[config.mk]
export PLATFORM = sky130hd
export DESIGN_NAME = mmsc_ctrl
export DESIGN_NICKNAME = d
export VERILOG_FILES = /design/src/rtl/mmsc_pkg.sv /design/src/rtl/mmsc_ctrl.sv
export SDC_FILE = /design/constraint.sdc
export NUM_CORES = 1
export LEC_CHECK = 0
export BUFFER_PORTS_ARGS = -buffer_cell sky130_fd_sc_hd__buf_2
export CAP_MARGIN = 20
export CORE_AREA = 2 2 39 41
export CTS_CLUSTER_DIAMETER = 80
export DETAILED_ROUTE_END_ITERATION = 7
export DIE_AREA = 0 0 41 43
export PLACE_DENSITY = 0.73
export SYNTH_ARGS = -nofsm -noshare
export SYNTH_HDL_FRONTEND = slang
export SYNTH_SLANG_ARGS = --single-unit
[constraint.sdc]
create_clock -name clk -period 2 [get_ports clk]
set_input_delay 0.1 -clock clk [delete_from_list [all_inputs] [get_ports clk]]
set_output_delay 0.1 -clock clk [all_outputs]
set_load 0.02 [all_outputs]
[src/rtl/mmsc_pkg.sv]
package mmsc_pkg;

  localparam int MAX_ENTRIES_DEF = 64;
  localparam int PAGE_W = 21;
  localparam int CFG_IDX_W = 1;

  localparam logic [PAGE_W-1:0] PAGE_SIZE_RST = 21'd4096;
  localparam logic [63:0] USABLE_MASK_RST = 64'd128;

  localparam logic [CFG_IDX_W-1:0] REG_PAGE_SIZE = 1'd0;
  localparam logic [CFG_IDX_W-1:0] REG_USABLE_MASK = 1'd1;

  typedef struct packed {
    logic [63:0] desc_base;
    logic [63:0] desc_pages;
    logic [5:0]  desc_type;
    logic        desc_last;
  } desc_t;

  typedef struct packed {
    logic [63:0] out_base;
    logic [63:0] out_pages;
    logic        out_valid;
    logic        out_overflow;
    logic        out_last;
  } result_t;

  typedef struct packed {
    logic [63:0] base;
    logic [63:0] pages;
    logic [5:0]  typ;
  } entry_t;

  typedef enum logic [3:0] {
    ST_IDLE,
    ST_SORT_INIT,
    ST_SORT_RD,
    ST_SORT_HOLD,
    ST_SORT_CMP,
    ST_SORT_PLACE,
    ST_WALK_INIT,
    ST_WALK_RD,
    ST_WALK_CHK,
    ST_MUL_LO,
    ST_MUL_HI,
    ST_RUN_END,
    ST_JOIN_CHK,
    ST_COMMIT_LAST,
    ST_FINISH
  } state_t;

  typedef enum logic [3:0] {
    OP_NONE,
    OP_LOAD,
    OP_SORT_INIT,
    OP_SORT_RD,
    OP_SORT_HOLD,
    OP_SORT_SHIFT,
    OP_SORT_PLACE,
    OP_WALK_INIT,
    OP_WALK_RD,
    OP_WALK_SKIP,
    OP_WALK_START,
    OP_MUL_LO,
    OP_MUL_HI,
    OP_RUN_END,
    OP_JOIN,
    OP_COMMIT
  } op_t;

  // OP_FINISH shares no encoding room above; finish is signaled separately
  typedef struct packed {
    op_t  op;
    logic finish;
  } dp_cmd_t;

  typedef struct packed {
    logic few;        // at most one entry stored
    logic gt;         // read entry base above held entry base
    logic k_one;
    logic sort_last;
    logic usable;
    logic join_ok;
    logic at_end;
    logic next_end;
  } dp_status_t;

endpackage

[src/rtl/mmsc_ctrl.sv]
module mmsc_ctrl (
  input  logic                 clk,
  input  logic                 rst,
  input  logic                 start,
  input  logic                 last,
  input  mmsc_pkg::dp_status_t status,
  output mmsc_pkg::dp_cmd_t    cmd,
  output logic                 busy
);
  import mmsc_pkg::*;

  state_t state;
  state_t state_next;

  always_ff @(posedge clk) begin
    if (rst) begin
      state <= ST_IDLE;
    end else begin
      state <= state_next;
    end
  end

  assign busy = (state != ST_IDLE);

  always_comb begin
    state_next = state;
    cmd.op     = OP_NONE;
    cmd.finish = 1'b0;
    case (state)
      ST_IDLE: begin
        if (start) begin
          cmd.op = OP_LOAD;
          if (last) begin
            state_next = ST_SORT_INIT;
          end
        end
      end
      ST_SORT_INIT: begin
        cmd.op     = OP_SORT_INIT;
        state_next = status.few ? ST_WALK_INIT : ST_SORT_RD;
      end
      ST_SORT_RD: begin
        cmd.op     = OP_SORT_RD;
        state_next = ST_SORT_HOLD;
      end
      ST_SORT_HOLD: begin
        cmd.op     = OP_SORT_HOLD;
        state_next = ST_SORT_CMP;
      end
      ST_SORT_CMP: begin
        if (status.gt) begin
          cmd.op = OP_SORT_SHIFT;
          if (status.k_one) begin
            state_next = ST_SORT_PLACE;
          end
        end else begin
          cmd.op     = OP_SORT_PLACE;
          state_next = status.sort_last ? ST_WALK_INIT : ST_SORT_RD;
        end
      end
      ST_SORT_PLACE: begin
        cmd.op     = OP_SORT_PLACE;
        state_next = status.sort_last ? ST_WALK_INIT : ST_SORT_RD;
      end
      ST_WALK_INIT: begin
        cmd.op     = OP_WALK_INIT;
        state_next = ST_WALK_RD;
      end
      ST_WALK_RD: begin
        cmd.op     = OP_WALK_RD;
        state_next = ST_WALK_CHK;
      end
      ST_WALK_CHK: begin
        if (status.usable) begin
          cmd.op     = OP_WALK_START;
          state_next = ST_MUL_LO;
        end else begin
          cmd.op     = OP_WALK_SKIP;
          state_next = status.next_end ? ST_FINISH : ST_WALK_RD;
        end
      end
      ST_MUL_LO: begin
        cmd.op     = OP_MUL_LO;
        state_next = ST_MUL_HI;
      end
      ST_MUL_HI: begin
        cmd.op     = OP_MUL_HI;
        state_next = ST_RUN_END;
      end
      ST_RUN_END: begin
        cmd.op     = OP_RUN_END;
        state_next = status.at_end ? ST_COMMIT_LAST : ST_JOIN_CHK;
      end
      ST_JOIN_CHK: begin
        if (status.join_ok) begin
          cmd.op     = OP_JOIN;
          state_next = ST_MUL_LO;
        end else begin
          // read data still holds this entry; recheck it as a new run start
          cmd.op     = OP_COMMIT;
          state_next = ST_WALK_CHK;
        end
      end
      ST_COMMIT_LAST: begin
        cmd.op     = OP_COMMIT;
        state_next = ST_FINISH;
      end
      ST_FINISH: begin
        cmd.finish = 1'b1;
        state_next = ST_IDLE;
      end
      default: state_next = ST_IDLE;
    endcase
  end

endmodule

==> results_dict.tcl, run 1 <==
set metrics [dict create \
    status "finished clean" \
    clk_pin_slew_ns 0.04 \
    max_stage_delay_ns 0.47 \
    setup-violations-final 0 \
    ant_nets 0 \
    numCtsBuffers 3 \
    dp_hpwl_um 901 \
    fin_area_um2 593 \
    holdWs_ns 0.0500 \
    wirelength_um 1300 \
    crit_type "reg -> out" \
    synth_seq_area_share_pct 16.4 \
    grt_first_pass_wirelength_um 2030 \
    skew_ns 0.00440 \
    largest_reg_flops 4 \
    setup_tns_ns 0 \
    nets 103 \
    first_iter_violations 18 \
    crit_path_top_delay_cell "dfxtp_1" \
    reg_top3 "state x4" \
    postCtsSetupBuffers 0 \
    area_growth_pct 21.2 \
    io_pins 18 \
    min_from "rst" \
    cpLargestDelayFamily "compound AO/OA/AOI/OAI gates" \
    numPlacedInstances 102 \
    ys.flop_type "dfxtp_1" \
    grt_max_degree 21 \
    cts-root-buf "clkbuf_4" \
    fin_crit_ns 1.68 \
    path_buf_inv 2 \
    vdd_drop_max_v 0.000435 \
    grt_setup_unrepaired "false" \
    grt_pass1_vias 489 \
    powerDensity_mw_per_mm2 1280 \
    synth_cells 74 \
    cts_hold_buf 0 \
    fin_cells 105 \
    synth_nets 86 \
    yosysWarnings 0 \
    syn_area_um2 489 \
    via_per_inst 5.53 \
    worst_pin_slew_ns 0.605 \
    core_area_mm2 0.00138 \
    ys_seq_elements 4 \
    slew_headroom_pct 59.6 \
    clkSinkCount 4 \
    worstSetupEndpointType "output pin" \
    post_dp_cell_area_um2 571 \
    drv_cap 0 \
    drive_gt1_share_pct 29.2 \
    critPathLaunch "state[1]" \
    crit_path_max_fanout 9 \
    avgSynthCellArea_um2 6.61 \
    largest-register "state" \
    async_reset_ff_share_pct 0 \
    finalHoldViolCount 0 \
    worstPathArrival_ns 1.58 \
    wl_per_cell_um 12.4 \
    finalCritPeriodShare_pct 84.2 \
    fillCellCount 143 \
    start_util_pct 35.4 \
    firstDrtPassIters 4 \
    timing.rr.start "state[0]" \
    max_clock_freq_mhz 594 \
    worstHoldPathType "in -> reg" \
    p_leak_nw 0.243 \
    cts_resized 0 \
    grt_use_total_pct 16.9 \
    cts_tree "yes" \
    overflow 0 \
    diodes 0 \
    synth_cell_type_count 30 \
    crit_chain "inv_2 -> a21oi_1 -> o21ai_0 -> a221o_1 -> buf_2" \
    start_kind "flip-flop" \
    maxSlewViolCount 0 \
    die_x_um 41 \
    io_buffer_count 17 \
    insertion_delay_ns 0.24 \
    vias 581 \
    drc 0 \
    ctsLongestPathBuffers 2 \
    floorplan.die_area_mm2 0.00176 \
    gp_congestion 0.809 \
    antenna_found_initial 0 \
    row_count 14 \
    htree_levels 1 \
    synth-edff-count 0 \
    fp.dieH_um 43 \
    cp.required_ns 1.90 \
]
## layout make-up
type	instances	area, µm²	share of cell area, %
clock buffers	3	22.5	3.80
inverters	3	11.3	1.90
multi-input cells	59	352	59.3
flip-flops and latches	4	80.1	13.5
well taps	16	20.0	3.38
repair buffers	20	108	18.1
## report_power, final
part           switching [W]  total (W)  internal, W
combinational       0.000263   0.000462     0.000199
sequential         0.0000844   0.000189     0.000105
clock              0.0000402   0.000108    0.0000676
total               0.000387   0.000759     0.000371
## metal layers
metal	part of all wire [%]	global-route usage (%)	vias to the layer above
met3	11	2.09	5
li1	-	-	302
met2	47	23.4	35
met4	2.4	12.0	0
met5	0	0	-
met1	40	23.0	239
## cell usage after synthesis (2+ instances only)
cell type,n,area [µm²]
a31oi_1,3,18.8
nor3_1,3,15.0
o21ai_0,8,40.0
nand2b_1,4,25.0
nor2b_1,2,12.5
nand2_1,7,26.3
dfxtp_1,4,80.1
nor3b_1,3,22.5
a21oi_1,9,45.0
nor2_1,4,15.0
inv_1,2,7.51
buf_2,7,35.0
## per-stage QoR
stage / total power [W] / setup slack, ns / util, %
floorplan: 0.000552 / 0.675 / -
global placement: 0.000641 / 0.574 / 41.2
detailed placement: 0.000646 / 0.577 / 41.2
CTS: 0.000757 / 0.320 / 42.9
global route: 0.000831 / 0.171 / 42.9
finish: 0.000759 / 0.316 / 42.9
## final timing paths
kind / endpoint / slack, ns / cells past startpoint
setup / recovery: cmd[1] / 0.32 / 5
hold / removal: state[2] / 0.05 / 2
setup reg to reg: state[3] / 0.56 / 3
hold reg to reg: state[2] / 0.73 / 2
## cells by family after synthesis
group,Yosys count,synth area share (%)
simple gates,29,34.0
xor+xnor,1,1.79
compound gates,29,36.1
flops,4,16.4
buf+inv,11,11.8
## layout by cell type, fill, tap and decap left out
| cell | Yosys | layout |
|---|---|---|
| buf_4 | 0 | 3 |
| nand2_1 | 7 | 7 |
| nor3_1 | 3 | 3 |
| nor2b_1 | 2 | 2 |
| and2_1 | 1 | 1 |
| o211ai_1 | 1 | 1 |
| buf_2 | 7 | 17 |
| o2bb2ai_1 | 1 | 1 |
| xnor2_1 | 1 | 1 |
| nand2b_1 | 4 | 4 |
| nand4b_1 | 1 | 1 |
| clkbuf_4 | 0 | 3 |
| or4_4 | 1 | 1 |
| o21ai_1 | 1 | 1 |
| o31ai_1 | 1 | 1 |
| a2111oi_0 | 1 | 1 |
| nand3b_1 | 1 | 1 |
| nand4bb_1 | 1 | 1 |
| nand3_1 | 1 | 1 |
| o21ai_0 | 8 | 8 |
| o21bai_1 | 1 | 1 |
| nor2_1 | 4 | 4 |
| dfxtp_1 | 4 | 4 |
| a21oi_1 | 9 | 9 |
| o41ai_1 | 1 | 1 |
| nor3b_1 | 3 | 3 |
| a221o_1 | 1 | 1 |
| a21oi_2 | 1 | 1 |
| inv_1 | 2 | 2 |
| inv_2 | 1 | 1 |
| a31oi_1 | 3 | 3 |
(Power assumes the default switching activity.)
==> run 2: changes to the inputs <==
--- a/config.mk
+++ b/config.mk
@@ -11,7 +11,7 @@
 export CTS_CLUSTER_DIAMETER = 80
 export DETAILED_ROUTE_END_ITERATION = 7
 export DIE_AREA = 0 0 41 43
-export PLACE_DENSITY = 0.73
+export PLACE_DENSITY = 0.76
 export SYNTH_ARGS = -nofsm -noshare
 export SYNTH_HDL_FRONTEND = slang
 export SYNTH_SLANG_ARGS = --single-unit
==> constraint.sdc (replaced) <==
create_clock -name clk -period 1.54 [get_ports clk]
set_input_delay 0.077 -clock clk [delete_from_list [all_inputs] [get_ports clk]]
set_output_delay 0.077 -clock clk [all_outputs]
set_load 0.02 [all_outputs]
==> results_dict.tcl, run 2 (synthesis gave the netlist of run 1 again) <==
set metrics [dict create \
    status "finished clean" \
    die_x_um 41 \
    ant_nets 0 \
    layout_commonest_cell "buf_2" \
    ctsLongestPathBuffers 2 \
    grt_pass1_vias 518 \
    cts_tree "yes" \
    net-switching-power_w 0.000558 \
    worst_pin_slew_ns 0.338 \
    finish.utilization_pct 48.7 \
    grt_first_pass_wirelength_um 2130 \
    cts-root-buf "clkbuf_4" \
    diodes 0 \
    core_area_mm2 0.00138 \
    clkSinkCount 4 \
    wirelength_um 1370 \
    grt_max_degree 21 \
    floorplan.die_area_mm2 0.00176 \
    layout_common_cells "buf_2 (16), a21oi_1 (8), o21ai_0 (7), buf_4 (7), nand2_1 (6)" \
    insertion_delay_ns 0.25 \
    drv_cap 0 \
    pwr-share-seq_pct 21.5 \
    p_leak_nw 0.283 \
    vdd_drop_max_v 0.000793 \
    wl_per_cell_um 12.3 \
    critPathLaunch "state[2]" \
    antenna_found_initial 0 \
    row_count 14 \
    drive_gt1_share_pct 40.0 \
    first_iter_violations 13 \
    worstHoldPathType "in -> reg" \
    worstPathArrival_ns 1.41 \
    maxSlewViolCount 0 \
    start_util_pct 35.4 \
    htree_levels 1 \
    dp_hpwl_um 894 \
    io_pins 18 \
    grt_use_total_pct 17.7 \
    reg_top3 "state x4" \
    intPower_w 0.000584 \
    timing.rr.start "state[1]" \
    cts_hold_buf 0 \
    start_kind "flip-flop" \
    slew_headroom_pct 76.9 \
    ff2ff_path_depth 5 \
    crit_type "reg -> out" \
    vias 603 \
    pre_cts_slack_ns 0.158 \
    cp.required_ns 1.46 \
    skew_ns 0.00811 \
    power_w 0.00114 \
    clk_pin_slew_ns 0.04 \
    largest-register "state" \
    overflow 0 \
    swShare_pct 48.9 \
    p_clk_share_pct 12.5 \
    powerDensity_mw_per_mm2 1690 \
    grt_setup_unrepaired "true" \
    crit_end "cmd[1]" \
    fillCellCount 144 \
    fp.dieH_um 43 \
    gp_congestion 0.801 \
    setup_ws_ns 0.0484 \
    worstSetupEndpointType "output pin" \
    via_per_inst 5.43 \
    firstDrtPassIters 4 \
    area_growth_pct 37.9 \
    setup-violations-final 0 \
    numCtsBuffers 3 \
    rrSetupSlack_ns 0.07 \
    finalHoldViolCount 0 \
    max_clock_freq_mhz 670 \
    reg2reg_to "state[3]" \
    nets 109 \
    largest_reg_flops 4 \
    io_buffer_count 17 \
    combPwrFrac_pct 66.0 \
    fin_crit_ns 1.49 \
    finalCritPeriodShare_pct 96.9 \
    crit_path_max_fanout 8 \
    drc 0 \
]
==> run 2: worst min-delay path by stage <==
stage | from | end | slack, ns | depth (start not counted)
CTS | rst | state[2] | 0.01 | 2
detailed placement | rst | state[2] | 0.28 | 2
global route | rst | state[2] | 0.03 | 2
finish | rst | state[2] | 0.01 | 2
global placement | rst | state[2] | 0.28 | 2
floorplan | rst | state[1] | 0.15 | 1
==> run 2: through the flow <==
step           cell area, µm²  setup TNS (ns)  hold WS (ns)  instances
6_report                  674               0        0.0130        111
3_5_place_dp              586               0         0.276        104
5_1_grt                   674         -0.0204        0.0315        111
4_1_cts                   624               0        0.0124        107
2_1_floorplan             489               0         0.146         74
3_3_place_gp              586               0         0.276        104
==> run 2: cell type report <==
| cell class | instances | area (µm²) | share of cell area, % |
|---|---|---|---|
| Clock buffer | 3 | 22.5 | 3.34 |
| Timing Repair Buffer | 26 | 160 | 23.7 |
| Multi-Input combinational cell | 59 | 369 | 54.7 |
| Inverter | 3 | 13.8 | 2.04 |
| Tap cell | 16 | 20.0 | 2.97 |
| Sequential cell | 4 | 88.8 | 13.2 |
==> run 2: power groups by stage <==
stage / clock network, W / logic [W] / registers [W]
floorplan: 0 / 0.000567 / 0.000150
global placement: 0 / 0.000639 / 0.000225
detailed placement: 0 / 0.000645 / 0.000226
CTS: 0.000146 / 0.000677 / 0.000247
global route: 0.000157 / 0.000833 / 0.000257
finish: 0.000143 / 0.000754 / 0.000246
==> run 2: critical path, cell delays in order, from the launching register on <==
cell     delay [ns]
dfxtp_1        0.47
buf_4          0.20
o21ai_1        0.06
a21oi_1        0.17
a221o_1        0.15
buf_6          0.11
==> run 2: routing by layer <==
layer	GRT usage, %	part of all wire [%]
met4	10.0	2.2
met2	24.7	48
met1	24.4	45
met5	0	0
met3	3.14	4.7
==> run 2: repair_timing <==
item,CTS,global route
pin swaps,2,4
buffers inserted,1,4
endpoints found under the setup margin,3,1
gates resized for setup,7,7
